**config.mk**
```make
export PLATFORM = sky130hd
export DESIGN_NAME = lidar_packet_deframer_unit
export DESIGN_NICKNAME = d
export VERILOG_FILES = /design/src/rtl/ldf_pkg.sv /design/src/rtl/ldf_frame_ram.sv /design/src/rtl/ldf_collect.sv /design/src/rtl/ldf_emit.sv /design/src/rtl/lidar_packet_deframer_unit.sv
export SDC_FILE = /design/constraint.sdc
export NUM_CORES = 1
export LEC_CHECK = 0
export BUFFER_PORTS_ARGS = -buffer_cell sky130_fd_sc_hd__buf_2
export CAP_MARGIN = 20
export CORE_ASPECT_RATIO = 0.5
export CORE_MARGIN = 5
export CORE_UTILIZATION = 55
export DETAILED_ROUTE_END_ITERATION = 10
export GPL_ROUTABILITY_DRIVEN = 0
export PLACE_DENSITY = 0.72
export SKIP_CTS_REPAIR_TIMING = 1
export SLEW_MARGIN = 20
export SYNTH_ARGS = -nofsm -noshare
export SYNTH_HDL_FRONTEND = slang
export SYNTH_SLANG_ARGS = --single-unit
```
**constraint.sdc**
```tcl
create_clock -name i_clk -period 11.45 [get_ports i_clk]
set_clock_uncertainty 0.05 [all_clocks]
set_input_delay 1.145 -clock i_clk [delete_from_list [all_inputs] [get_ports i_clk]]
set_output_delay 1.145 -clock i_clk [all_outputs]
set_load 0.005 [all_outputs]
```
**src/rtl/ldf_pkg.sv**
```systemverilog
// Shared types, constants and the CRC-8 step function for the lidar packet deframer.
// Used by ldf_collect, ldf_emit and lidar_packet_deframer_unit; depends on nothing else.
package ldf_pkg;

    // Fixed field widths
    localparam int IDX_W  = 5;
    localparam int WORD_W = 16;

    // Angle arithmetic in hundredths of a degree
    localparam int ANGLE_FULL = 36000;
    localparam int SPAN_W     = 18;
    localparam int SUM_W      = 17;

    // CRC-8, MSB first, no reflection
    localparam logic [7:0] CRC_POLY = 8'h4D;

    // Configuration registers
    localparam int         CFG_IDX_W     = 2;
    localparam logic [1:0] CFG_HEADER    = 2'd0;
    localparam logic [1:0] CFG_VER_LEN   = 2'd1;
    localparam logic [7:0] HEADER_RESET  = 8'd84;
    localparam logic [7:0] VER_LEN_RESET = 8'd44;

    // Result kinds
    localparam logic STATUS_POINT   = 1'b0;
    localparam logic STATUS_CRC_ERR = 1'b1;

    // Frame status from the collector to the emitter
    typedef struct packed {
        logic              at_final;
        logic              done;
        logic              crc_ok;
        logic [WORD_W-1:0] speed;
        logic [WORD_W-1:0] first_angle;
        logic [WORD_W-1:0] last_angle;
        logic [WORD_W-1:0] stamp;
    } t_frame_info;

    // One result item
    typedef struct packed {
        logic              status_code;
        logic [WORD_W-1:0] speed;
        logic [WORD_W-1:0] first_angle;
        logic [WORD_W-1:0] last_angle;
        logic [WORD_W-1:0] stamp;
        logic [IDX_W-1:0]  point_index;
        logic [WORD_W-1:0] distance;
        logic [7:0]        intensity;
        logic [WORD_W-1:0] point_angle;
        logic              last;
    } t_result;

    // Advance the CRC by one byte
    function automatic logic [7:0] crc8_next(input logic [7:0] crc, input logic [7:0] b);
        logic [7:0] c;
        c = crc ^ b;
        for (int k = 0; k < 8; k++) begin
            c = c[7] ? ((c << 1) ^ CRC_POLY) : (c << 1);
        end
        return c;
    endfunction

endpackage

```
**src/rtl/ldf_frame_ram.sv**
```systemverilog
// Frame byte store: one write port, one read port with registered read data.
// Generic; no package dependency.
module ldf_frame_ram #(
    parameter int DEPTH  = 47,
    parameter int ADDR_W = 6,
    parameter int DATA_W = 8
) (
    input  logic              i_clk,
    input  logic              i_we,
    input  logic [ADDR_W-1:0] i_waddr,
    input  logic [DATA_W-1:0] i_wdata,
    input  logic              i_re,
    input  logic [ADDR_W-1:0] i_raddr,
    output logic [DATA_W-1:0] o_rdata
);

    logic [DATA_W-1:0] mem [DEPTH];
    logic [DATA_W-1:0] r_rdata;

    // Write port
    always_ff @(posedge i_clk) begin
        if (i_we) begin
            mem[i_waddr] <= i_wdata;
        end
    end

    // Read port, data held until the next read
    always_ff @(posedge i_clk) begin
        if (i_re) begin
            r_rdata <= mem[i_raddr];
        end
    end

    assign o_rdata = r_rdata;

endmodule

```
**src/rtl/ldf_collect.sv**
```systemverilog
// Header hunt, frame byte collection, CRC-8 and capture of the frame-wide fields.
// Depends on ldf_pkg; writes frame bytes into ldf_frame_ram.
module ldf_collect #(
    parameter int POINTS = 12
) (
    input  logic                                i_clk,
    input  logic                                i_rst_n,
    input  logic                                i_accept,
    input  logic [7:0]                          i_byte,
    input  logic [7:0]                          i_header,
    input  logic [7:0]                          i_ver_len,
    output logic                                o_mem_we,
    output logic [$clog2(11+3*POINTS)-1:0]      o_mem_addr,
    output logic [7:0]                          o_mem_data,
    output ldf_pkg::t_frame_info                o_info
);

    localparam int FRAME_LEN = 11 + 3 * POINTS;
    localparam int AW        = $clog2(FRAME_LEN);

    localparam logic [1:0] HUNT_HDR = 2'd0;
    localparam logic [1:0] HUNT_VER = 2'd1;
    localparam logic [1:0] COLLECT  = 2'd2;

    logic [1:0]    r_hunt,  n_hunt;
    logic [AW-1:0] r_count, n_count;
    logic [7:0]    r_crc,   n_crc;
    logic [15:0]   r_speed, r_start, r_end, r_stamp;
    logic          at_final, done, crc_ok, we;

    // Hunt and collect sequencing
    always_comb begin
        n_hunt   = r_hunt;
        n_count  = r_count;
        n_crc    = r_crc;
        done     = 1'b0;
        crc_ok   = 1'b0;
        we       = 1'b0;
        at_final = (r_hunt == COLLECT) && (r_count == AW'(FRAME_LEN - 1));
        if (i_accept) begin
            unique case (r_hunt)
                HUNT_VER: begin
                    if (i_byte == i_ver_len) begin
                        n_crc   = ldf_pkg::crc8_next(ldf_pkg::crc8_next(8'h00, i_header),
                                                     i_byte);
                        n_count = AW'(2);
                        n_hunt  = COLLECT;
                    end else begin
                        n_hunt = HUNT_HDR;
                    end
                end
                COLLECT: begin
                    we = 1'b1;
                    if (at_final) begin
                        // final byte carries the CRC: compare, do not fold in
                        done    = 1'b1;
                        crc_ok  = (r_crc == i_byte);
                        n_hunt  = HUNT_HDR;
                        n_count = '0;
                    end else begin
                        n_crc   = ldf_pkg::crc8_next(r_crc, i_byte);
                        n_count = r_count + AW'(1);
                    end
                end
                default: begin
                    // hunting header, unused code included
                    n_hunt = (i_byte == i_header) ? HUNT_VER : HUNT_HDR;
                end
            endcase
        end
    end

    // Control registers
    always_ff @(posedge i_clk) begin
        if (!i_rst_n) begin
            r_hunt  <= HUNT_HDR;
            r_count <= '0;
            r_crc   <= '0;
        end else begin
            r_hunt  <= n_hunt;
            r_count <= n_count;
            r_crc   <= n_crc;
        end
    end

    // Capture the little-endian frame-wide fields as they pass
    always_ff @(posedge i_clk) begin
        if (we) begin
            if (r_count == AW'(2))             r_speed[7:0]  <= i_byte;
            if (r_count == AW'(3))             r_speed[15:8] <= i_byte;
            if (r_count == AW'(4))             r_start[7:0]  <= i_byte;
            if (r_count == AW'(5))             r_start[15:8] <= i_byte;
            if (r_count == AW'(FRAME_LEN - 5)) r_end[7:0]    <= i_byte;
            if (r_count == AW'(FRAME_LEN - 4)) r_end[15:8]   <= i_byte;
            if (r_count == AW'(FRAME_LEN - 3)) r_stamp[7:0]  <= i_byte;
            if (r_count == AW'(FRAME_LEN - 2)) r_stamp[15:8] <= i_byte;
        end
    end

    assign o_mem_we   = we;
    assign o_mem_addr = r_count;
    assign o_mem_data = i_byte;

    always_comb begin
        o_info.at_final    = at_final;
        o_info.done        = done;
        o_info.crc_ok      = crc_ok;
        o_info.speed       = r_speed;
        o_info.first_angle = r_start;
        o_info.last_angle  = r_end;
        o_info.stamp       = r_stamp;
    end

endmodule

```
**src/rtl/ldf_emit.sv**
```systemverilog
// Result sequencer: angle span, span/(POINTS-1) by reciprocal multiplication, frame store
// reads and the output register. Depends on ldf_pkg; reads ldf_frame_ram.
module ldf_emit #(
    parameter int POINTS = 12
) (
    input  logic                           i_clk,
    input  logic                           i_rst_n,
    input  ldf_pkg::t_frame_info           i_info,
    input  logic                           i_ready,
    output logic                           o_idle,
    output logic                           o_rd_en,
    output logic [$clog2(11+3*POINTS)-1:0] o_rd_addr,
    input  logic [7:0]                     i_rd_data,
    output logic                           o_valid,
    output ldf_pkg::t_result               o_result
);

    localparam int FRAME_LEN = 11 + 3 * POINTS;
    localparam int AW        = $clog2(FRAME_LEN);
    localparam int DIV_W     = $clog2(POINTS);
    localparam int DIVISOR   = POINTS - 1;
    localparam int W         = ldf_pkg::WORD_W;
    localparam int IW        = ldf_pkg::IDX_W;
    localparam int SPAN_W    = ldf_pkg::SPAN_W;
    localparam int SUM_W     = ldf_pkg::SUM_W;
    // Reciprocal exact for every 16-bit span: shift 16 + ceil(log2 divisor)
    localparam int RECIP_SH  = W + $clog2(DIVISOR);
    localparam int RECIP_W   = W + 1;
    localparam int PROD_W    = W + RECIP_SH;
    localparam logic [RECIP_W-1:0] RECIP =
        RECIP_W'((2 ** RECIP_SH + DIVISOR - 1) / DIVISOR);
    localparam logic [IW-1:0] LAST_IDX = IW'(POINTS - 1);

    localparam logic [2:0] E_IDLE = 3'd0;
    localparam logic [2:0] E_SPAN = 3'd1;
    localparam logic [2:0] E_DIV  = 3'd2;
    localparam logic [2:0] E_P0   = 3'd3;
    localparam logic [2:0] E_P1   = 3'd4;
    localparam logic [2:0] E_P2   = 3'd5;
    localparam logic [2:0] E_P3   = 3'd6;

    logic [2:0]                r_state, n_state;
    logic                      r_out_valid, n_out_valid;
    logic [SPAN_W-1:0]         r_x;
    logic [W-1:0]              r_quo;
    logic [DIV_W-1:0]          r_rem;
    logic                      r_div_cnt;
    logic [W-1:0]              r_q;
    logic [DIV_W-1:0]          r_r;
    logic [IW-1:0]             r_idx;
    logic [AW-1:0]             r_base;
    logic [SUM_W-1:0]          r_sum;
    logic [7:0]                r_dist_lo, r_dist_hi;
    logic [W-1:0]              r_speed, r_start, r_end, r_stamp;
    ldf_pkg::t_result          r_out;

    logic                      out_free, load_point, is_last, span_ge;
    logic [PROD_W-1:0]         recip_prod;
    logic [W-1:0]              quo_new, rem_full;
    logic [DIV_W-1:0]          rem_new;
    logic [DIV_W:0]            rr_sum;
    logic                      rr_wrap;
    logic [DIV_W-1:0]          rr_new;
    logic [SUM_W-1:0]          ang_full;
    logic [W-1:0]              ang;
    ldf_pkg::t_result          err_result;

    // Quotient by reciprocal multiplication, remainder by multiplying back
    always_comb begin
        recip_prod = PROD_W'(r_x[W-1:0]) * PROD_W'(RECIP);
        quo_new    = recip_prod[PROD_W-1:RECIP_SH];
        rem_full   = r_x[W-1:0] - r_quo * W'(DIVISOR);
        rem_new    = DIV_W'(rem_full);
    end

    // Running quotient and remainder of idx*span/(POINTS-1)
    always_comb begin
        rr_sum  = {1'b0, r_r} + {1'b0, r_rem};
        rr_wrap = rr_sum >= (DIV_W + 1)'(DIVISOR);
        rr_new  = rr_wrap ? DIV_W'(rr_sum - (DIV_W + 1)'(DIVISOR)) : DIV_W'(rr_sum);
    end

    // Fold the point angle back into the circle
    always_comb begin
        if (r_sum > SUM_W'(2 * ldf_pkg::ANGLE_FULL)) begin
            ang_full = r_sum - SUM_W'(2 * ldf_pkg::ANGLE_FULL);
        end else if (r_sum > SUM_W'(ldf_pkg::ANGLE_FULL)) begin
            ang_full = r_sum - SUM_W'(ldf_pkg::ANGLE_FULL);
        end else begin
            ang_full = r_sum;
        end
        ang = ang_full[W-1:0];
    end

    // CRC error item: all fields zero but the status and the last flag
    always_comb begin
        err_result             = '0;
        err_result.status_code = ldf_pkg::STATUS_CRC_ERR;
        err_result.last        = 1'b1;
    end

    assign span_ge  = r_x >= SPAN_W'(ldf_pkg::ANGLE_FULL);
    assign out_free = !r_out_valid || i_ready;
    assign is_last  = (r_idx == LAST_IDX);

    // Sequencer
    always_comb begin
        n_state     = r_state;
        n_out_valid = r_out_valid && !i_ready;
        load_point  = 1'b0;
        unique case (r_state)
            E_IDLE: begin
                if (i_info.done) begin
                    if (i_info.crc_ok) begin
                        n_state = E_SPAN;
                    end else begin
                        n_out_valid = 1'b1;
                    end
                end
            end
            E_SPAN: if (!span_ge)  n_state = E_DIV;
            E_DIV:  if (r_div_cnt) n_state = E_P0;
            E_P0:   n_state = E_P1;
            E_P1:   n_state = E_P2;
            E_P2:   n_state = E_P3;
            E_P3: begin
                if (out_free) begin
                    load_point  = 1'b1;
                    n_out_valid = 1'b1;
                    n_state     = is_last ? E_IDLE : E_P0;
                end
            end
            default: n_state = E_IDLE;
        endcase
    end

    always_ff @(posedge i_clk) begin
        if (!i_rst_n) begin
            r_state     <= E_IDLE;
            r_out_valid <= 1'b0;
        end else begin
            r_state     <= n_state;
            r_out_valid <= n_out_valid;
        end
    end

    // Datapath
    always_ff @(posedge i_clk) begin
        case (r_state)
            E_IDLE: begin
                if (i_info.done) begin
                    r_speed <= i_info.speed;
                    r_start <= i_info.first_angle;
                    r_end   <= i_info.last_angle;
                    r_stamp <= i_info.stamp;
                    r_x     <= SPAN_W'({2'b00, i_info.last_angle})
                             + SPAN_W'(2 * ldf_pkg::ANGLE_FULL)
                             - SPAN_W'({2'b00, i_info.first_angle});
                    if (!i_info.crc_ok) begin
                        r_out <= err_result;
                    end
                end
            end
            E_SPAN: begin
                if (span_ge) begin
                    r_x <= r_x - SPAN_W'(ldf_pkg::ANGLE_FULL);
                end else begin
                    r_div_cnt <= 1'b0;
                end
            end
            E_DIV: begin
                // quotient first, then the remainder from the registered quotient
                if (!r_div_cnt) begin
                    r_quo <= quo_new;
                end else begin
                    r_rem <= rem_new;
                end
                r_div_cnt <= 1'b1;
                r_q       <= '0;
                r_r       <= '0;
                r_idx     <= '0;
                r_base    <= AW'(6);
            end
            E_P0: r_sum     <= SUM_W'(r_start) + SUM_W'(r_q);
            E_P1: r_dist_lo <= i_rd_data;
            E_P2: r_dist_hi <= i_rd_data;
            E_P3: begin
                if (load_point) begin
                    r_out.status_code <= ldf_pkg::STATUS_POINT;
                    r_out.speed       <= r_speed;
                    r_out.first_angle <= r_start;
                    r_out.last_angle  <= r_end;
                    r_out.stamp       <= r_stamp;
                    r_out.point_index <= r_idx;
                    r_out.distance    <= {r_dist_hi, r_dist_lo};
                    r_out.intensity   <= i_rd_data;
                    r_out.point_angle <= ang;
                    r_out.last        <= is_last;
                    // advance to the next point
                    r_idx  <= r_idx + IW'(1);
                    r_base <= r_base + AW'(3);
                    r_q    <= r_q + r_quo + W'(rr_wrap);
                    r_r    <= rr_new;
                end
            end
            default: ;
        endcase
    end

    // Distance low, distance high, intensity: one frame store read each
    always_comb begin
        o_rd_en   = (r_state == E_P0) || (r_state == E_P1) || (r_state == E_P2);
        o_rd_addr = r_base;
        if (r_state == E_P1) o_rd_addr = r_base + AW'(1);
        if (r_state == E_P2) o_rd_addr = r_base + AW'(2);
    end

    assign o_idle   = (r_state == E_IDLE);
    assign o_valid  = r_out_valid;
    assign o_result = r_out;

endmodule

```
**src/rtl/lidar_packet_deframer_unit.sv**
```systemverilog
// Top level of the lidar packet deframer: configuration registers, handshakes and glue.
// Depends on ldf_pkg, ldf_frame_ram, ldf_collect and ldf_emit.
//
//  channel   direction  width  contents
//  s_axis    in         8      raw link byte
//  m_axis    out        112    one point result or one CRC error result per item
//  cfg       in         8      header byte (index 0), version/length byte (index 1)
//
// Input bytes are taken one per cycle while hunting and collecting; the final byte waits
// while an output item is held. The final byte of a good frame stops the input while the
// span is reduced and divided and, per point, for three frame store reads and one output
// load, longer while m_axis_tready is low. A failed frame gives one item on the next
// cycle. Reset (i_rst_n low at a clock edge) restores the configuration and the hunt
// state; the frame store keeps its contents and is written before it is read.
module lidar_packet_deframer_unit #(
    parameter int POINTS = 12
) (
    input  logic                              i_clk,
    input  logic                              i_rst_n,
    // slave stream
    input  logic                              s_axis_tvalid,
    output logic                              s_axis_tready,
    input  logic [7:0]                        s_axis_tdata,   // byte_in
    // master stream
    output logic                              m_axis_tvalid,
    input  logic                              m_axis_tready,
    // speed, first angle, last angle, stamp, point_index, distance, intensity,
    // point_angle, zero pad
    output logic [111:0]                      m_axis_tdata,
    output logic                              m_axis_tuser,   // status_code
    output logic                              m_axis_tlast,   // last
    // configuration write port
    input  logic                              i_cfg_we,
    input  logic [ldf_pkg::CFG_IDX_W-1:0]     i_cfg_index,
    input  logic [7:0]                        i_cfg_data
);

    localparam int FRAME_LEN = 11 + 3 * POINTS;
    localparam int AW        = $clog2(FRAME_LEN);

    logic [7:0]           r_header, r_ver_len;
    logic                 accept, idle, mem_we, rd_en, out_valid;
    logic [AW-1:0]        mem_addr, rd_addr;
    logic [7:0]           mem_data, rd_data;
    ldf_pkg::t_frame_info info;
    ldf_pkg::t_result     result;

    // Configuration registers
    always_ff @(posedge i_clk) begin
        if (!i_rst_n) begin
            r_header  <= ldf_pkg::HEADER_RESET;
            r_ver_len <= ldf_pkg::VER_LEN_RESET;
        end else if (i_cfg_we) begin
            unique case (i_cfg_index)
                ldf_pkg::CFG_HEADER:  r_header  <= i_cfg_data;
                ldf_pkg::CFG_VER_LEN: r_ver_len <= i_cfg_data;
                default: ;
            endcase
        end
    end

    // Input only while the emitter is idle; the final byte waits while an item is held
    assign s_axis_tready = idle && !(info.at_final && out_valid);
    assign accept        = s_axis_tvalid && s_axis_tready;

    ldf_collect #(
        .POINTS (POINTS)
    ) u_collect (
        .i_clk      (i_clk),
        .i_rst_n    (i_rst_n),
        .i_accept   (accept),
        .i_byte     (s_axis_tdata),
        .i_header   (r_header),
        .i_ver_len  (r_ver_len),
        .o_mem_we   (mem_we),
        .o_mem_addr (mem_addr),
        .o_mem_data (mem_data),
        .o_info     (info)
    );

    ldf_frame_ram #(
        .DEPTH  (FRAME_LEN),
        .ADDR_W (AW),
        .DATA_W (8)
    ) u_frame_ram (
        .i_clk   (i_clk),
        .i_we    (mem_we),
        .i_waddr (mem_addr),
        .i_wdata (mem_data),
        .i_re    (rd_en),
        .i_raddr (rd_addr),
        .o_rdata (rd_data)
    );

    ldf_emit #(
        .POINTS (POINTS)
    ) u_emit (
        .i_clk     (i_clk),
        .i_rst_n   (i_rst_n),
        .i_info    (info),
        .i_ready   (m_axis_tready),
        .o_idle    (idle),
        .o_rd_en   (rd_en),
        .o_rd_addr (rd_addr),
        .i_rd_data (rd_data),
        .o_valid   (out_valid),
        .o_result  (result)
    );

    // Pack the result item
    assign m_axis_tvalid = out_valid;
    assign m_axis_tuser  = result.status_code;
    assign m_axis_tlast  = result.last;
    assign m_axis_tdata  = {3'b000, result.point_angle, result.intensity, result.distance,
                            result.point_index, result.stamp, result.last_angle,
                            result.first_angle, result.speed};

endmodule
```
Yosys cells after proc, flatten, opt, wreduce, memory -nomap -nowiden
Memories as Yosys holds them, arrays and structs flattened. A register that Yosys moved wholly into a read port is not among the register bits.
Index checks and enable logic that the tools add are counted.
{"block": "totals", "ff_bits": 375, "mem_bits_rw": 376, "in_bits": 23, "output_inout_bits": 116, "wordCells": 241, "n_memories": 1}
{"block": "op_classes", "n_addsub": 16, "mul": 2, "order_cmp": 4, "n_eq_ne": 33, "mux": 79, "bitwise": 27, "reduce_logical": 39}
{"name": "u_frame_ram.mem", "words": 47, "width": 8, "read_ports": 1, "rd_ports_with_merged_regs": 1, "wr": 1, "line_no": "ldf_frame_ram.sv:17", "text": "logic [DATA_W-1:0] mem [DEPTH];"}
{"operator": "111-bit 2-to-1 mux", "n": 3}
{"operator": "111-bit case mux with 2 select lines", "n": 1}
{"operator": "7-bit 2-to-1 mux", "n": 24}
{"operator": "4-bit NOT", "n": 24}
{"operator": "16-bit 2-to-1 mux", "n": 3}
{"operator": "18-bit 2-to-1 mux", "n": 2}
{"operator": "18-bit case mux with 2 select lines", "n": 1}
{"operator": "16-bit by 16-bit multiplier with 32-bit output, second input constant", "n": 1}
{"operator": "16-bit case mux with 2 select lines", "n": 1}
{"operator": "2-bit AND reduction", "n": 16}
{"operator": "6-bit equality test, second input constant", "n": 5}
{"operator": "6-bit 2-to-1 mux", "n": 5}
{"operator": "8-bit equality test", "n": 3}
{"operator": "6-bit case mux with 2 select lines", "n": 2}
{"operator": "3-bit case mux with 7 select lines", "n": 1}
{"operator": "16-bit by 17-bit adder with 18-bit output, second input constant", "n": 1}
{"operator": "18-bit by 16-bit >= comparator with 1-bit output, second input constant", "n": 1}
{"operator": "18-bit by 16-bit subtractor with 18-bit output", "n": 1}
{"operator": "18-bit by 16-bit subtractor with 18-bit output, second input constant", "n": 1}
{"operator": "16-bit by 16-bit adder with 17-bit output", "n": 1}
{"operator": "17-bit by 16-bit > comparator with 1-bit output, second input constant", "n": 1}
{"operator": "17-bit > comparator, second input constant", "n": 1}
{"operator": "1-bit 2-to-1 mux", "n": 17}
{"operator": "16-bit by 1-bit adder with 16-bit output", "n": 1}
{"operator": "other kinds (42)", "n": 83}

Depth between registers and ports, before layout
Gate-level depths: netlist of run 1.
{"block": "logic_depth", "word_depth": 35, "mapped_depth": 22, "ltp_nobuf": 22}

Hierarchy
From an unflattened synthesis of run 1, not the netlist that was laid out.
{"block": "hier_totals", "hier_cells": 2748, "hier_area_um2": 38222.9}
{"module": "ldf_emit", "n_inst": 1, "cells_per_inst": 1541, "area_per_inst_um2": 18392.6}
{"module": "ldf_frame_ram", "n_inst": 1, "cells_per_inst": 839, "area_per_inst_um2": 15157.0}
{"module": "ldf_collect", "n_inst": 1, "cells_per_inst": 295, "area_per_inst_um2": 3976.3}
{"module": "lidar_packet_deframer_unit", "n_inst": 1, "cells_per_inst": 73, "area_per_inst_um2": 696.9}

Least setup slack after synthesis of run 1
OpenSTA, ideal clock, no wires.
{"block": "synth_path", "path_type": "in2reg", "startpoint": "input s_axis_tdata[1]", "endpoint": "register u_emit.r_out, in the netlist u_emit.o_result[0] (enable)", "setup_time_ns": 0.582, "t_arrival_ns": 6.538, "slack_ns": 4.280, "stages": 7, "path_cell_list": "clkbuf_1 > xnor2_1 > nand4_1 > nor2_1 > nor2_1 > a31oi_1 > nor2_1"}
{"block": "synth_via", "elab_chain_len": 6}
{"item": "start, declared", "line_no": "lidar_packet_deframer_unit.sv:23", "text": "input logic [7:0] s_axis_tdata,"}
{"item": "8-bit equality test", "line_no": "ldf_collect.sv:57", "text": "crc_ok = (r_crc == i_byte);"}
{"item": "1-bit 2-to-1 mux", "line_no": "ldf_collect.sv:54", "text": "if (at_final) begin"}
{"item": "1-bit 2-to-1 mux", "line_no": "ldf_collect.sv:41", "text": "unique case (r_hunt)"}
{"item": "1-bit 2-to-1 mux", "line_no": "ldf_collect.sv:40", "text": "if (i_accept) begin"}
{"item": "2-bit != test (no source line)"}
{"item": "4-bit AND reduction (no source line)"}
{"item": "end signal, assigned", "line_no": "ldf_emit.sv:160", "text": "r_out <= err_result;"}
{"item": "end, declared", "line_no": "ldf_emit.sv:55", "text": "ldf_pkg::t_result r_out;"}
Every way passes these cells.
A chain may end at the register's enable or synchronous reset.

Worst setup path after layout of run 1
{"block": "layout_path", "startpoint": "register u_emit.r_x[5]", "endpoint": "register u_emit.r_quo[10] (data pin)"}
{"block": "layout_via", "elab_chain_len": 1}
{"item": "start, declared", "line_no": "ldf_emit.sv:44", "text": "logic [SPAN_W-1:0] r_x;"}
{"item": "start signal, assigned", "line_no": "ldf_emit.sv:156", "text": "r_x <= SPAN_W'({2'b00, i_info.last_angle})"}
{"item": "start signal, assigned", "line_no": "ldf_emit.sv:166", "text": "r_x <= r_x - SPAN_W'(ldf_pkg::ANGLE_FULL);"}
{"item": "16-bit by 16-bit multiplier with 32-bit output", "line_no": "ldf_emit.sv:70", "text": "recip_prod = PROD_W'(r_x[W-1:0]) * PROD_W'(RECIP);"}
{"item": "named net u_emit.quo_new[10]", "line_no": "ldf_emit.sv:59", "text": "logic [W-1:0] quo_new, rem_full;"}
{"item": "end signal, assigned", "line_no": "ldf_emit.sv:174", "text": "r_quo <= quo_new;"}
{"item": "end, declared", "line_no": "ldf_emit.sv:45", "text": "logic [W-1:0] r_quo;"}
The timed path passes the listed nets, and every way through them passes these cells.

==> results of run 1 <==
## final cells by class
class                      count  area (µm²)
antenna                        1       2.502
clock buffer                  79        1785
clock inverter                37       391.6
fill                        5002       25810
inverter                     240       900.9
multi-input combinational   1514       13870
sequential                   759       22430
tap                          897        1122
timing repair buffer         162       910.9
## logic make-up (layout without fill, tap and decap cells)
group	count (synthesis)	in the layout	synth area share, %
and+or+nand+nor	572	572	7.611
xor gates and xnor gates	169	169	4.059
DFF	759	759	59.79
muxes	136	136	6.563
AOI/OAI and AO/OA	284	284	4.786
buffers and inverters	330	518	3.465
adders and majority gates	350	350	13.71
other	1	4	0.009996
## final timing paths
path,to,slack (ns),depth (start not counted)
max,u_emit.r_quo[10]$_DFFE_PP_,4.96,20
min,u_emit.r_stamp[7]$_DFFE_PP_,0.37,0
max reg2reg,u_emit.r_quo[10]$_DFFE_PP_,4.96,20
min reg2reg,u_emit.r_stamp[7]$_DFFE_PP_,0.37,0
## metal layers
layer / vias up / GRT usage [%] / part of all wire (%)
li1: 9708 / - / -
met1: 10500 / 29.86 / 43
met4: 0 / 5.360 / 2.3
met3: 108 / 3.196 / 5.2
met2: 559 / 35.74 / 49
met5: - / 0 / 0
## power groups by stage
| stage | logic, mW | registers, mW | clock network (mW) |
|---|---|---|---|
| after floorplan | 0.0719 | 3.08 | 0 |
| after global placement | 0.116 | 3.08 | 0 |
| after detailed placement | 0.118 | 3.08 | 0 |
| after CTS | 0.118 | 3.02 | 2.30 |
| after global routing | 0.130 | 3.02 | 2.43 |
| final | 0.119 | 3.02 | 2.26 |
## cells in the final DEF (no fill, tap or decap), types with 10 or more instances in the layout
cell type and instances:
a21oi_1 86, nand3_1 45, nand2b_1 21, inv_1 238
buf_2 135, a31oi_1 18, fa_1 102, mux2i_1 48
a211oi_1 14, buf_4 25, nand2_1 121, o22ai_1 12
mux4_2 88, edfxtp_1 723, xnor2_1 103, xor2_1 60
nor3_1 24, o21ai_0 59, or3_1 19, dfxtp_1 36
and2_1 108, and3_1 10, a21o_1 19, clkbuf_16 70
nor2b_1 26, nor2_1 154, clkinv_1 13, ha_1 248
## state kept, by name, indices dropped and copies added (netlist names), 5 cells and up
register              flops
u_collect.r_speed        16
u_emit.r_dist_hi          8
u_emit.r_q               16
u_collect.r_start        16
r_header                  8
u_emit.o_result         111
u_emit.r_end             16
u_emit.r_base             6
u_emit.r_start           16
u_emit.r_dist_lo          8
u_emit.r_idx              5
u_emit.r_sum             17
r_ver_len                 8
u_collect.r_crc           8
u_collect.o_mem_addr      6
u_frame_ram.o_rdata       8
u_frame_ram.mem         376
u_emit.r_quo             13
u_emit.r_stamp           16
u_emit.r_x               18
u_emit.r_speed           16
u_collect.r_end          16
u_collect.r_stamp        16
## stage by stage
stage               worst slack, ns  hold WS, ns  util (%)
floorplan                     4.280       0.3503         -
global placement              5.090       0.3502     58.31
detailed placement            4.987       0.3545     58.36
CTS                           4.950       0.3690     61.60
global route                  4.507       0.3772     61.60
finish                        4.962       0.3683     61.61
==> reports/results.txt, run 1 <==
status - finished clean
CTS tree - yes
top cells by count, synth - edfxtp_1, ha_1, inv_1
Synth Register Bits - 759
Tot Pwr - 5.398 mW
via count - 20.87k
Post-synth top flop - edfxtp_1
Pint - 4.305 mW
# placed instances - 3572
CP Capture Type - flip-flop
# DRC - 0
IO Count - 139
initial antenna violation count - 1
layout cell share with drive strength beyond 1 - 13.36%
final period utilization - 56.66%
Fmax - 154.1 MHz
# clock sinks - 759
switching fraction of total power - 20.24%
Post-Syn Area - 0.03752 mm²
Nets - 3118
DR pass1 iterations - 5
post-route cell area - 0.04142 mm²
Area Overhead vs Synth - 10.41%
mean post-synth cell area - 14.42 µm²
CP Buf/Inv Count - 5
die width - 379.4 µm
WL/cell - 21.12 µm
TritonCTS Buffers - 68
final hold vios - 0
Final min period - 6.488 ns
leakage - 15.83 nW
dpl hpwl - 52270 µm
Tightest Pin Transition - 1.034 ns
Slowest cell on crit path - edfxtp_1
final WL - 77920 µm
Top Family by Delay on Critical Path - adder cells
Cell Area, Placed - 0.03924 mm²
synth warn - 0
CP Class - flip-flop to flip-flop
Worst R2R Start - u_emit.r_x[5]$_DFFE_PP_
Syn Inst Count - 2601
post-synth top area share - 57.87%
Arr. time, crit path - 6.79 ns
Critical path origin - u_emit.r_x[5]$_DFFE_PP_
VDD IR max - 0.00008913 V
hold_sp - u_collect.r_stamp[7]$_DFFE_PP_
clk_lat worst skew - 0.63 ns
sequential cell fraction of total power - 56.0%
CP peak stage delay - 0.75 ns
die height - 194.7 µm
Seq/Total Area, Yosys - 59.79%
Net Switching - 1.093 mW
Post-synth EDFFs - 723
CTS root buffer - clkbuf_16
asr flop ratio synth - 0%
WP data required - 11.75 ns
type of the most critical hold path - flip-flop to flip-flop
PortBufs - 135
top-count cell post-synth - edfxtp_1
drt via density - 5.658
Comb pwr share - 2.2%
total core area - 0.06723 mm²
Yosys top cell by area - edfxtp_1
vias in the first global route - 21.31k
crit-path max FO - 14
Setup TNS - 0 ns
grt ovf - 0
Initial Util - 55.80%
clock buffer depth - 3
fin. max-slew vios - 0
max_cap viols - 0
Core Rows - 67
crit-path cells - inv_1 > ha_1 > inv_1 > fa_1 > inv_1 > fa_1 > fa_1 > fa_1 > inv_1 > fa_1 > inv_1 > ha_1 > nand2_1 > o21ai_0 > a2111oi_0 > a31oi_1 > a31oi_1 > o21ai_0 > a21oi_1 > xnor2_1
CTS HTree Levels - 3
fin cells - 3689
final setup violating endpoints - 0
pwr/cell area - 130.3 mW/mm²
largest net degree at the start of global routing - 97
Antenna Violating Nets Remaining - 0
top cells by area, synth - edfxtp_1, ha_1, fa_1, mux4_2, xnor2_1
Startpoint Class - flip-flop
drt initial violations - 1664
Synth cell types - 77
GRT Overall Usage - 21.38%
first-pass GRT wire length - 122000 µm
Slew Limit Headroom - 31.06%
Die ar. - 0.07385 mm²
clock transition at the registers of the reported paths - 0.06 ns
Clock Power Share - 41.8%
RSZ-0062 raised after global routing - no
No activity file was read; power rests on OpenSTA's default activity.
==> run 2: changes to the inputs <==
- clock period: 11.45 -> 6.3 ns (I/O delays scaled with it)
==> reports/results.txt, run 2 (synthesis results as in run 1) <==
initial antenna violation count - 1
Final min period - 5.919 ns
Comb pwr share - 2.2%
CTS root buffer - clkbuf_16
largest net degree at the start of global routing - 97
Reg area - 0.02243 mm²
final worst slack - 0.3809 ns
Startpoint Class - flip-flop
die width - 379.4 µm
dpl hpwl - 54430 µm
Hold Slack - 0.1698 ns
DR pass1 iterations - 6
TritonCTS Buffers - 68
WP data required - 6.61 ns
# DRC - 0
fin. max-slew vios - 0
GRT Overall Usage - 21.82%
via count - 20.99k
vias in the first global route - 21.38k
total core area - 0.06723 mm²
type of the most critical hold path - input pin to flip-flop
die height - 194.7 µm
most frequent cells in the layout - edfxtp_1, ha_1, inv_1
Antenna Violating Nets Remaining - 0
drt via density - 5.651
layout cell share with drive strength beyond 1 - 13.77%
Die ar. - 0.07385 mm²
clock transition at the registers of the reported paths - 0.07 ns
Arr. time, crit path - 6.23 ns
Net Switching - 2.003 mW
drt initial violations - 1595
Area Overhead vs Synth - 10.85%
fillers - 5000
first-pass GRT wire length - 123900 µm
leakage - 15.90 nW
Setup TNS - 0 ns
VDD IR max - 0.0001793 V
area occupied by multi-input gates - 0.01391 mm²
Core Rows - 67
CP Class - flip-flop to flip-flop
Slew Limit Headroom - 28.40%
crit-path max FO - 7
final WL - 79210 µm
clock buffer depth - 3
Nets - 3141
grt ovf - 0
final hold vios - 0
WL/cell - 21.33 µm
status - finished clean
ant diodes - 0
CTS HTree Levels - 3
PortBufs - 135
RSZ-0062 raised after global routing - no
Initial Util - 55.80%
Largest register FFs - 376
Tightest Pin Transition - 1.074 ns
Clock Power Share - 41.3%
commonest non-fill, non-tap cell in the layout - edfxtp_1
Top reg by flops - u_frame_ram.mem
final period utilization - 93.95%
post-route cell area - 0.04158 mm²
Post-Place Setup Slack - 0.05070 ns
# clock sinks - 759
clk_lat worst skew - 0.64 ns
Cell Area, Placed - 0.03942 mm²
CP Capture Type - flip-flop
sequential cell fraction of total power - 56.5%
max_cap viols - 0
Fmax - 168.9 MHz
CTS tree - yes
Pint - 7.720 mW
final setup violating endpoints - 0
pwr/cell area - 233.8 mW/mm²
IO Count - 139
switching fraction of total power - 20.60%
==> run 2: cell types whose count changed in the layout (fill, tap and decap cells not counted), moves of 2 or more <==
cell       delta
clkbuf_1     +16
a31oi_1       -2
clkbuf_16     -2
clkinv_1      -2
a31oi_4       +2
clkinv_2      -5
clkinv_4      -3
buf_4        +21
bufinv_16     -2
buf_12        +2
==> run 2: stage by stage <==
step                utilization [%]  cells  power [mW]
finish                        61.85   3714       9.723
global route                  61.85   3714       10.04
CTS                           61.77   3712       9.786
detailed placement            58.63   3593       5.820
global placement              58.58   3592       5.815
floorplan                         -   2603       5.731
==> run 2: power groups by stage <==
stage	clock network [mW]	registers (mW)	logic (mW)
after floorplan	0	5.60	0.131
after detailed placement	0	5.60	0.218
after CTS	4.08	5.49	0.219
after global routing	4.31	5.49	0.239
after global placement	0	5.60	0.214
final	4.01	5.49	0.218
==> run 2: layout make-up <==
cell class                 count  share of cell area (%)
sequential                   759                   53.94
clock buffer                  93                   4.318
tap                          897                   2.699
timing repair buffer         185                   2.666
clock inverter                26                  0.7492
multi-input combinational   1514                   33.46
inverter                     240                   2.166
==> run 2: final timing paths <==
check / end / slack, ns / start / depth (start not counted)
max: u_emit.r_quo[12]$_DFFE_PP_ / 0.38 / u_emit.r_x[5]$_DFFE_PP_ / 20
min: r_header[4]$_SDFFE_PN1P_ / 0.17 / i_cfg_data[4] / 3
max reg2reg: u_emit.r_quo[12]$_DFFE_PP_ / 0.38 / u_emit.r_x[5]$_DFFE_PP_ / 20
min reg2reg: u_emit.r_speed[10]$_DFFE_PP_ / 0.37 / u_collect.r_speed[10]$_DFFE_PP_ / 0
==> run 2: metal layers <==
metal / up-vias / global-route usage [%] / part of all wire, %
li1: 9744 / - / -
met1: 10500 / 30.30 / 43
met2: 617 / 35.92 / 49
met3: 130 / 3.982 / 5.9
met4: 0 / 5.877 / 2.4
met5: - / 0 / 0
==> run 2: worst max-delay path: stages, from the launching register on <==
cell,delay [ns]
edfxtp_1,0.48
inv_1,0.07
ha_1,0.32
inv_1,0.06
fa_1,0.47
inv_1,0.05
fa_1,0.52
fa_1,0.53
fa_1,0.55
inv_1,0.05
fa_1,0.53
inv_1,0.04
ha_1,0.28
and4_1,0.21
nand2_1,0.06
a311o_1,0.33
a31oi_4,0.25
a31oi_4,0.15
o311ai_2,0.36
a21oi_1,0.13
xnor2_1,0.13
